--- src/hw/rtl/dpc_pkg.sv ---
package dpc_pkg;

  // Ticks that make one second of on time.
  localparam int unsigned TICKS_PER_SECOND = 1000;
  // Width of the internal pulse count; the result shows its low 32 bits.
  localparam int unsigned COUNT_WIDTH = 32;
  // The millisecond counter holds at most TICKS_PER_SECOND; its increment reaches TICKS_PER_SECOND + 1.
  localparam int unsigned MILLIS_W = $clog2(TICKS_PER_SECOND + 2);
  // Width at which the count is compared with max_count.
  localparam int unsigned CMP_W = (COUNT_WIDTH > 32) ? COUNT_WIDTH : 32;

  localparam int unsigned ADDR_W = 4;

  typedef enum logic [1:0] {
    REG_COUNT_HIGH_LEVEL = 2'd0,
    REG_MIN_SETTLE_TICKS = 2'd1,
    REG_MAX_COUNT        = 2'd2,
    REG_UNUSED           = 2'd3
  } reg_idx_t;

  typedef enum logic {
    KIND_TICK  = 1'b0,
    KIND_CLEAR = 1'b1
  } item_kind_t;

  typedef struct packed {
    logic        count_high_level;
    logic [15:0] min_settle_ticks;
    logic [31:0] max_count;
    logic        pol_wr;
    logic        pol_val;
  } cfg_t;

  typedef struct packed {
    logic [31:0] pulse_count;
    logic [31:0] on_seconds;
    logic        raw_level;
    logic        stable_level;
  } res_t;

endpackage

--- src/hw/rtl/dpc_cfg.sv ---
module dpc_cfg
  import dpc_pkg::*;
(
  input  logic              clk,
  input  logic              rst_n,
  input  logic              psel,
  input  logic              penable,
  input  logic              pwrite,
  input  logic [ADDR_W-1:0] paddr,
  input  logic [31:0]       pwdata,
  output logic [31:0]       prdata,
  output cfg_t              cfg
);

  logic        chl_r;
  logic [15:0] settle_r;
  logic [31:0] max_r;
  logic        wr_en;
  reg_idx_t    idx;

  assign idx   = reg_idx_t'(paddr[3:2]);
  assign wr_en = psel && penable && pwrite;

  always_ff @(posedge clk) begin
    if (!rst_n) begin
      chl_r    <= 1'b1;
      settle_r <= '0;
      max_r    <= '0;
    end else if (wr_en) begin
      unique case (idx)
        REG_COUNT_HIGH_LEVEL: chl_r    <= pwdata[0];
        REG_MIN_SETTLE_TICKS: settle_r <= pwdata[15:0];
        REG_MAX_COUNT:        max_r    <= pwdata;
        default: ;
      endcase
    end
  end

  always_comb begin
    unique case (idx)
      REG_COUNT_HIGH_LEVEL: prdata = {31'd0, chl_r};
      REG_MIN_SETTLE_TICKS: prdata = {16'd0, settle_r};
      REG_MAX_COUNT:        prdata = max_r;
      default:              prdata = '0;
    endcase
  end

  // A polarity write also reloads the raw level and edge state in the core.
  assign cfg.count_high_level = chl_r;
  assign cfg.min_settle_ticks = settle_r;
  assign cfg.max_count        = max_r;
  assign cfg.pol_wr           = wr_en && (idx == REG_COUNT_HIGH_LEVEL);
  assign cfg.pol_val          = pwdata[0];

endmodule

--- src/hw/rtl/dpc_core.sv ---
module dpc_core
  import dpc_pkg::*;
(
  input  logic        clk,
  input  logic        rst_n,
  input  logic        proc,
  input  logic        kind,
  input  logic        level,
  input  logic [31:0] clear_value,
  input  cfg_t        cfg,
  output res_t        res
);

  logic                   last_level_r, last_level_nxt;
  logic                   settled_level_r, settled_level_nxt;
  logic                   edge_rise_r, edge_rise_nxt;
  logic                   settled_flag_r, settled_flag_nxt;
  logic [15:0]            timer_r, timer_nxt;
  logic [COUNT_WIDTH-1:0] count_r, count_nxt;
  logic [MILLIS_W-1:0]    millis_r, millis_nxt;
  logic [31:0]            secs_r, secs_nxt;
  logic [MILLIS_W-1:0]    millis_inc;
  logic                   at_max;

  assign millis_inc = millis_r + MILLIS_W'(1);
  assign at_max     = CMP_W'(count_r) >= CMP_W'(cfg.max_count);

  always_comb begin
    last_level_nxt    = last_level_r;
    settled_level_nxt = settled_level_r;
    edge_rise_nxt     = edge_rise_r;
    settled_flag_nxt  = settled_flag_r;
    timer_nxt         = timer_r;
    count_nxt         = count_r;
    millis_nxt        = millis_r;
    secs_nxt          = secs_r;
    if (cfg.pol_wr) begin
      last_level_nxt = cfg.pol_val;
      edge_rise_nxt  = ~cfg.pol_val;
    end else if (proc) begin
      if (kind == KIND_CLEAR) begin
        count_nxt        = COUNT_WIDTH'(clear_value);
        last_level_nxt   = cfg.count_high_level;
        edge_rise_nxt    = ~cfg.count_high_level;
        millis_nxt       = '0;
        secs_nxt         = '0;
        timer_nxt        = '0;
        settled_flag_nxt = 1'b0;
      end else if (level != last_level_r) begin
        // Level change: restart the settle timer and note the edge.
        timer_nxt        = '0;
        settled_flag_nxt = 1'b0;
        edge_rise_nxt    = ~last_level_r;
        last_level_nxt   = level;
      end else if (!settled_flag_r) begin
        if (timer_r >= cfg.min_settle_ticks) begin
          settled_level_nxt = last_level_r;
          if (edge_rise_r == cfg.count_high_level) begin
            count_nxt = at_max ? COUNT_WIDTH'(1) : count_r + COUNT_WIDTH'(1);
          end
          timer_nxt        = '0;
          settled_flag_nxt = 1'b1;
        end else begin
          timer_nxt = timer_r + 16'd1;
        end
      end else if (edge_rise_r) begin
        // The counter only ever passes the limit by one, leaving one tick.
        if (millis_inc > MILLIS_W'(TICKS_PER_SECOND)) begin
          secs_nxt   = secs_r + 32'd1;
          millis_nxt = MILLIS_W'(1);
        end else begin
          millis_nxt = millis_inc;
        end
      end
    end
  end

  always_ff @(posedge clk) begin
    if (!rst_n) begin
      last_level_r    <= 1'b0;
      settled_level_r <= 1'b0;
      edge_rise_r     <= 1'b0;
      settled_flag_r  <= 1'b0;
      timer_r         <= '0;
      count_r         <= '0;
      millis_r        <= '0;
      secs_r          <= '0;
    end else begin
      last_level_r    <= last_level_nxt;
      settled_level_r <= settled_level_nxt;
      edge_rise_r     <= edge_rise_nxt;
      settled_flag_r  <= settled_flag_nxt;
      timer_r         <= timer_nxt;
      count_r         <= count_nxt;
      millis_r        <= millis_nxt;
      secs_r          <= secs_nxt;
    end
  end

  // Result of the item being processed, as the state stands after it.
  assign res.pulse_count  = 32'(count_nxt);
  assign res.on_seconds   = secs_nxt;
  assign res.raw_level    = last_level_nxt;
  assign res.stable_level = settled_level_nxt;

endmodule

--- src/hw/rtl/debounced_pulse_counter_core.sv ---
// Channel   Handshake              Payload
// -------   --------------------   -------------------------------------------
// input     in_valid / in_ready    in_kind, in_pin_level, in_clear_value
// result    out_valid / out_ready  out_pulse_count, out_on_seconds,
//                                  out_raw_level, out_stable_level
// config    psel/penable/pwrite    paddr, pwdata, prdata, pready (always high)
//
// Each item waits in the input register and is processed as it moves into
// the result register, which raises out_valid; the move waits while the
// result register holds a result that has not been taken.
// One item is taken every cycle while the result side drains.
// rst_n is synchronous and active low; it clears all counters, levels and
// valid flags and restores the register defaults.
// A stalled result holds its register; the input register then holds its
// item, and in_ready falls only once both stages are occupied.
module debounced_pulse_counter_core
  import dpc_pkg::*;
(
  input  logic              clk,
  input  logic              rst_n,
  input  logic              in_valid,
  output logic              in_ready,
  input  logic              in_kind,
  input  logic              in_pin_level,
  input  logic [31:0]       in_clear_value,
  output logic              out_valid,
  input  logic              out_ready,
  output logic [31:0]       out_pulse_count,
  output logic [31:0]       out_on_seconds,
  output logic              out_raw_level,
  output logic              out_stable_level,
  input  logic              psel,
  input  logic              penable,
  input  logic              pwrite,
  input  logic [ADDR_W-1:0] paddr,
  input  logic [31:0]       pwdata,
  output logic [31:0]       prdata,
  output logic              pready
);

  // Input register: holds one accepted item until the core processes it.
  logic        in_vld_r;
  logic        kind_r;
  logic        level_r;
  logic [31:0] cval_r;
  // Result register.
  logic        out_vld_r, out_vld_nxt;
  res_t        res_r;
  res_t        res;
  cfg_t        cfg;
  logic        proc;

  // The item in the input register is processed whenever the result
  // register is empty or is being emptied in this cycle.
  assign proc     = in_vld_r && (!out_vld_r || out_ready);
  assign in_ready = !in_vld_r || proc;
  assign pready   = 1'b1;

  always_ff @(posedge clk) begin
    if (!rst_n) begin
      in_vld_r <= 1'b0;
    end else if (in_ready) begin
      in_vld_r <= in_valid;
    end
  end

  always_ff @(posedge clk) begin
    if (in_valid && in_ready) begin
      kind_r  <= in_kind;
      level_r <= in_pin_level;
      cval_r  <= in_clear_value;
    end
  end

  dpc_cfg u_cfg (
    .clk     (clk),
    .rst_n   (rst_n),
    .psel    (psel),
    .penable (penable),
    .pwrite  (pwrite),
    .paddr   (paddr),
    .pwdata  (pwdata),
    .prdata  (prdata),
    .cfg     (cfg)
  );

  dpc_core u_core (
    .clk         (clk),
    .rst_n       (rst_n),
    .proc        (proc),
    .kind        (kind_r),
    .level       (level_r),
    .clear_value (cval_r),
    .cfg         (cfg),
    .res         (res)
  );

  always_comb begin
    if (proc) begin
      out_vld_nxt = 1'b1;
    end else if (out_ready) begin
      out_vld_nxt = 1'b0;
    end else begin
      out_vld_nxt = out_vld_r;
    end
  end

  always_ff @(posedge clk) begin
    if (!rst_n) begin
      out_vld_r <= 1'b0;
    end else begin
      out_vld_r <= out_vld_nxt;
    end
  end

  always_ff @(posedge clk) begin
    if (proc) begin
      res_r <= res;
    end
  end

  assign out_valid        = out_vld_r;
  assign out_pulse_count  = res_r.pulse_count;
  assign out_on_seconds   = res_r.on_seconds;
  assign out_raw_level    = res_r.raw_level;
  assign out_stable_level = res_r.stable_level;

endmodule
--- config.mk ---
export PLATFORM = sky130hd
export DESIGN_NAME = debounced_pulse_counter_core
export DESIGN_NICKNAME = d
export VERILOG_FILES = /design/src/hw/rtl/dpc_pkg.sv /design/src/hw/rtl/dpc_cfg.sv /design/src/hw/rtl/dpc_core.sv /design/src/hw/rtl/debounced_pulse_counter_core.sv
export SDC_FILE = /design/constraint.sdc
export NUM_CORES = 1
export LEC_CHECK = 0
export ABC_AREA = 1
export BUFFER_PORTS_ARGS = -buffer_cell sky130_fd_sc_hd__buf_4
export CAP_MARGIN = 0
export CORE_MARGIN = 2
export CORE_UTILIZATION = 54
export CTS_CLUSTER_DIAMETER = 60
export CTS_CLUSTER_SIZE = 24
export DETAILED_ROUTE_END_ITERATION = 6
export PLACE_DENSITY = 0.73
export SYNTH_ARGS = -nofsm -noshare
export SYNTH_HDL_FRONTEND = slang
export SYNTH_HIERARCHICAL = 1
export SYNTH_SLANG_ARGS = --single-unit
export TNS_END_PERCENT = 20
--- constraint.sdc ---
create_clock -name clk -period 8.5 [get_ports clk]
set_input_delay 2.125 -clock clk [delete_from_list [all_inputs] [get_ports clk]]
set_output_delay 2.125 -clock clk [all_outputs]
set_load 0.005 [all_outputs]
* Yosys cells after proc, flatten, opt, wreduce, memory -nomap -nowiden *
Index checks and enable logic that the tools add are counted.

word-level totals
  register bits = 245
  input bits = 77
  logic and storage cells = 104

cells by class
  add/sub/neg operators = 4
  order comparisons = 3
  equal/unequal tests = 6
  muxes and demuxes = 45
  bitwise operators = 4
  reduce and logical (&&, ||, !) cells = 22

operators with widths
  kind                   number
  $mux 32                15
  $pmux 32 s3            1
  $add 32x1->32 const B  2
  $mux 16                4
  $mux 10                5
  $ge 32x32->1           1
  $mux 1                 20
  $add 16x1->16 const B  1
  $ge 16x16->1           1
  $add 10x1->10 const B  1
  $gt 10x10->1 const B   1
  $reduce_and 2->1       5
  $reduce_bool 2->1      4
  $logic_and 1x1->1      5
  $reduce_and 5->1       1
  $not 1->1              4
  $ne 3x3->1 const B     1
  $reduce_and 3->1       1
  $reduce_bool 3->1      1
  $eq 2x1->1 const B     1
  $eq 2x2->1 const B     1
  $logic_not 1->1        2
  $logic_not 2->1        1
  $logic_or 1x1->1       2
  3 further kinds        3

* Longest topological paths before layout *
  depth in word-level cells = 9
  gate-level depth with buffers = 18

* By module *
Netlist, hierarchy kept.

modules (own cells, without submodules)
  module                        instances  cells an instance  area an instance (sq um)  seq. area each (sq um)
  dpc_core                      1          1224               7602.3                    1881.8
  debounced_pulse_counter_core  1          115                3109.2                    3042.9
  dpc_cfg                       1          397                2438.6                    980.9

* Worst setup path after synthesis *
OpenSTA, ideal clock, no wires.

  path kind = input-to-reg
  start = in out_ready
  end = reg res_r, in the netlist out_pulse_count[29] (data pin)
  library setup time = 133 ps
  arrival = 7329 ps
  setup slack = 1038 ps
  stages = 11
  path through = inv_1 -> a21oi_1 -> inv_1 -> nor2_4 -> inv_2 -> nor2_2 -> inv_2 -> nor2_1 -> buf_2 -> nand3_1 -> nand2_1

RTL lines
  what                    line                                 RTL
  start: declaration      debounced_pulse_counter_core.sv:27   input logic out_ready,
  end signal: assignment  debounced_pulse_counter_core.sv:118  res_r <= res;
  end: declaration        debounced_pulse_counter_core.sv:48   res_t res_r;

* Worst setup path in the final report *
  start = in paddr[2]
  end = out prdata[0]

between the ends
  longest elaborated chain between the ends = 2
  elaborated cells between the ends (all ways) = 4
  those cells by class = eq/ne (2); mux (1); reduce/logical (1)

RTL lines
  what                                line                                RTL
  start: declaration                  debounced_pulse_counter_core.sv:35  input logic [ADDR_W-1:0] paddr,
  $eq 2x2->1 (tied with other cells)  dpc_cfg.sv:40                       unique case (idx)
  $pmux 32 s3 (*)                     dpc_cfg.sv:40
  end: declaration                    debounced_pulse_counter_core.sv:37  output logic [31:0] prdata,

Every way passes the cells marked *; elsewhere a longest branch is shown, timed or not.

==> flow_results.org <==
** Outcome
- Run status :: finished, final reports clean

** Setup path
- In this design, the critical path's most frequently occurring cell is buf_4.
- Required arrival time at the worst endpoint :: 6.38 ns
- Critical Setup Path Class :: in2out
- The signal on the critical path passes through buf_4, nor2_2, buf_4, nand2_1, nand3_1, buf_4.
- In this run the worst path has a maximum fanout of 48.
- Grouping stages by cell kind, the critical path spends the most delay in buffers and inverters.
- Stage delay of the slowest cell on the critical path :: 0.44 ns
- Critical Path AT :: 3.17 ns
- The worst setup path is launched from a primary input.
- STA classifies the critical path endpoint as a primary output.
- The slowest stage of the critical path belongs to the cell buf_4.
- Number of buffers and inverters on the critical path :: 3

** Global route
- Pin count of the biggest net entering global routing :: 86
- The number of global-route vias before repair is 10,900.
- The first global-routing pass estimated 53,100 um of wire.
- The initial antenna violation count is 0.
- For this run, the total global-route usage over all layers was measured as 25.2%.
- Total congestion overflow :: 0

** STA
- Setup repair after global routing left no endpoint under its margin.
- Top achievable clock speed :: 189 MHz
- Relative slew margins :: 24.7%
- Slew at the pin with the worst max-slew slack :: 1.13 ns
- The count of pins over their slew limit is 0.
- Post-Route Setup TNS :: 0 ns
- Setup violations remaining at the end of the flow were counted as 0.
- Worst Hold Slack :: 0.488 ns
- Fraction of the cycle the final worst path needs :: 62.2%
- The count of endpoints failing hold in the final timing report was 0.
- Worst Skew :: 0.0250 ns
- Fin crit period :: 5.29 ns

** Clock tree
- TritonCTS built the clock tree.
- The cell sitting at the root of the clock tree is a clkbuf_16.
- Clk pin slew, worst setup/hold paths :: 0.08 ns
- The number of clock buffers added by TritonCTS is 20.
- Number of H-tree levels :: 1
- Post-CTS Hold Fix Bufs :: 0
- Clock sink total :: 245
- Clk_lat worst skew :: 0.52 ns
- The number of gates resized after CTS was 0.
- Once the clock tree was built, the setup fixing pass inserted 0 buffers.
- Counting along the longest clock path gives a buffer depth of 3.

** Pwr
- Max rail drop VDD :: 134 uV
- Dividing total power by cell area gives a power density of 163 nW/um2.
- Total design power :: 2.51 mW
- Summed over all cells, the static leakage comes to 6.83 nW.

** Floorplanning
- Die X-Extent :: 160 um
- In this run the core area contains 57 standard-cell rows.
- The floorplan step set the die height to 160 um.
- For this design the top-level I/O count stands at 178.
- Core footprint :: 24,100 um2
- The floorplan step defined a die boundary enclosing 25,600 um2.
- Initial core utilization :: 54.6%

** Cells and area
- In the final layout, the share of cells above drive strength 1 is 15.5%.
- At the end of the flow the core is filled with cells to 63.8%.
- In the final layout, flip-flops and latches occupy 5910 um2.
- 0 antenna diodes ended up in the layout.
- # nets final :: 2,019
- Relative to the synthesized area, the layout overhead comes to 16.9%.
- Area occupied by multi-input gates :: 5910 um2
- The filler cells instantiated in the layout total 2,224.
- After routing the design area is 15,400 um2.

** Logic synthesis
- The average instance in the mapped netlist occupies 7.57 um2.
- Gate count after technology mapping :: 1,736
- Synthesized flop and latch total :: 245
- Fraction of registers with async set or reset after synthesis :: 0%
- EDFF count, synth :: 100
- Counting every net in the synthesized netlist gives 1,866.
- After synthesis the cells add up to 13,200 um2.
- For this run, the register share of the synthesized area comes to 44.9%.
- Count of warnings emitted by yosys :: 6
- Synth Flop Type :: dfxtp_1
- Counting distinct cell types in the post-synthesis netlist gives 55.

** Detailed routing
- Met2 wire length :: 16,400 um
- First-pass detailed-route iteration total :: 6
- Signal routing reaches up to met4.
- Summed over all layers, the routed wires come to 32,900 um.
- For this run, design rule violations remaining after detail routing come to 0.
- DR vias :: 11,600
- In this run the remaining antenna-violating nets after routing total 0.
- First DRT Iteration DRCs :: 829
- DR WL met3 :: 1680 um
- Using the TritonRoute via totals, the vias-per-cell ratio works out to 5.21.
- In the final routed layout, each cell accounts on average for 14.8 um.
- The detailed router put a total of 14,000 um of wire on met1.

** Placed design
- Final estimated routing congestion in global placement :: 0.896
- DP HPWL :: 23,800 um
- Instance area after placement :: 14,700 um2
- During placement, the flow inserted port buffers numbering 174.

** Hold path
- The worst hold path belongs to the class reg2reg.

** Run
- Across the run, the number of max-cap violations was 0.
worst paths after layout:
kind / startpoint / cells after the start / slack (ns) / end
hold reg to reg: u_core/millis_r[6]$_SDFFE_PN0P_ / 2 / 0.49 / u_core/millis_r[6]$_SDFFE_PN0P_
setup reg to reg: in_vld_r$_SDFFE_PN0P_ / 11 / 4.60 / out_pulse_count[18]$_DFFE_PP_
hold / removal: u_core/millis_r[6]$_SDFFE_PN0P_ / 2 / 0.49 / u_core/millis_r[6]$_SDFFE_PN0P_
setup / recovery: paddr[2] / 6 / 3.21 / prdata[0]
cell type report:
cell class	instances	share of cell area (%)
timing repair buffer	183	8.94
inverter	283	6.94
tap	324	2.64
clock inverter	14	1.16
clock buffer	22	3.44
multi-input combinational	1156	38.5
sequential	245	38.4
where the power goes:
group / switching (mW) / leakage [nW] / internal, mW
registers: 0.0266 / 2.16 / 1.26
clock network: 0.494 / 0.343 / 0.488
logic: 0.151 / 4.33 / 0.0886
total: 0.671 / 6.83 / 1.84
kinds of logic (layout without fill, tap and decap cells):
family,count (synthesis),count (layout),share of synthesized area [%]
other,1,1,0.0285
adder cells (fa/ha/maj),53,53,5.04
AO/OA/AOI/OAI,167,167,7.27
XOR/XNOR,9,9,0.657
flip-flops,245,245,44.9
buffers and inverters,335,502,10.3
AND/OR/NAND/NOR,926,926,31.8
sequential cells by signal, indices dropped and copies added, names as in the netlist, 10 cells and up:
register and cells:
u_cfg/settle_r 16, u_core/millis_r 10, u_cfg/max_r 32, u_core/count_r 32
u_core/secs_r 32, out_on_seconds 32, cval_r 32, out_pulse_count 32
u_core/timer_r 16
cells in the mapped netlist, types with 2 or more instances:
cell / instances / area [um2]
nand3b_1: 4 / 30.0
clkbuf_1: 16 / 60.1
nand4_4: 3 / 63.8
o21bai_1: 4 / 30.0
buf_6: 4 / 45.0
nor4_1: 13 / 81.3
and2_1: 2 / 12.5
dfxtp_1: 145 / 2900
xnor2_1: 3 / 26.3
buf_1: 5 / 18.8
a32oi_1: 4 / 35.0
nor3_2: 6 / 60.1
o211ai_1: 3 / 22.5
inv_2: 10 / 37.5
ha_1: 53 / 663
nand3_1: 149 / 746
buf_2: 17 / 85.1
nand4_1: 29 / 181
nor2_1: 248 / 931
or2_2: 4 / 25.0
a31oi_1: 2 / 12.5
a22oi_1: 24 / 180
nand2_1: 379 / 1420
inv_1: 269 / 1010
a21o_1: 2 / 15.0
buf_4: 10 / 75.1
xor2_1: 5 / 43.8
o21ai_1: 9 / 45.0
o21ai_0: 28 / 140
nor2_4: 12 / 135
clkinv_1: 2 / 7.51
edfxtp_1: 100 / 3000
nand2_2: 8 / 50.1
nand3_2: 5 / 50.1
nor2_2: 16 / 100
a21oi_1: 84 / 420
nor3_1: 41 / 205
per-layer routing:
layer | up-vias | global-route usage, %
met5 | - | 0
met4 | 0 | 7.70
met3 | 53 | 3.04
met2 | 339 | 44.8
met1 | 5292 | 32.1
li1 | 5914 | -
metrics by stage:
step | worst slack [ns] | cells
2_1_floorplan | 1.04 | 1736
4_1_cts | 3.22 | 2227
3_3_place_gp | 2.85 | 2191
5_1_grt | 3.03 | 2227
6_report | 3.21 | 2227
3_5_place_dp | 2.75 | 2191
worst reg2reg max path: stages (launching register included):
cell and delay [ns]:
dfxtp_1 0.35, inv_1 0.08, a21oi_4 0.10, buf_4 0.39, inv_1 0.16, nor2_4 0.24
inv_2 0.36, nor2_2 0.59, inv_2 0.19, nor2_1 0.90, nand3_1 0.28, nand2_1 0.14
layout by cell type, fill, tap and decap left out, types with 2 or more instances in the layout:
| cell type | netlist | layout |
|---|---|---|
| inv_1 | 269 | 268 |
| xor2_1 | 5 | 5 |
| nand3_2 | 5 | 5 |
| nand2_1 | 379 | 379 |
| buf_4 | 10 | 183 |
| a21o_1 | 2 | 2 |
| nand3_1 | 149 | 149 |
| nor2_2 | 16 | 18 |
| inv_2 | 10 | 11 |
| a31oi_1 | 2 | 2 |
| nand2_2 | 8 | 8 |
| nand4_4 | 3 | 3 |
| a22oi_1 | 24 | 24 |
| clkbuf_16 | 0 | 21 |
| a21oi_1 | 84 | 83 |
| inv_6 | 0 | 2 |
| inv_8 | 0 | 4 |
| nor4_1 | 13 | 13 |
| nand4_1 | 29 | 29 |
| nand3b_1 | 4 | 4 |
| nor3_2 | 6 | 6 |
| o21ai_0 | 28 | 28 |
| edfxtp_1 | 100 | 100 |
| xnor2_1 | 3 | 3 |
| ha_1 | 53 | 53 |
| clkinv_1 | 2 | 2 |
| or2_2 | 4 | 4 |
| nor3_1 | 41 | 41 |
| nor2_1 | 248 | 246 |
| and2_1 | 2 | 2 |
| a32oi_1 | 4 | 4 |
| o211ai_1 | 3 | 3 |
| o21ai_1 | 9 | 9 |
| nor2_4 | 12 | 12 |
| o21bai_1 | 4 | 4 |
| clkinv_4 | 0 | 2 |
| clkinv_8 | 0 | 5 |
| dfxtp_1 | 145 | 145 |
Note: power is estimated with default switching activity, not from simulation.
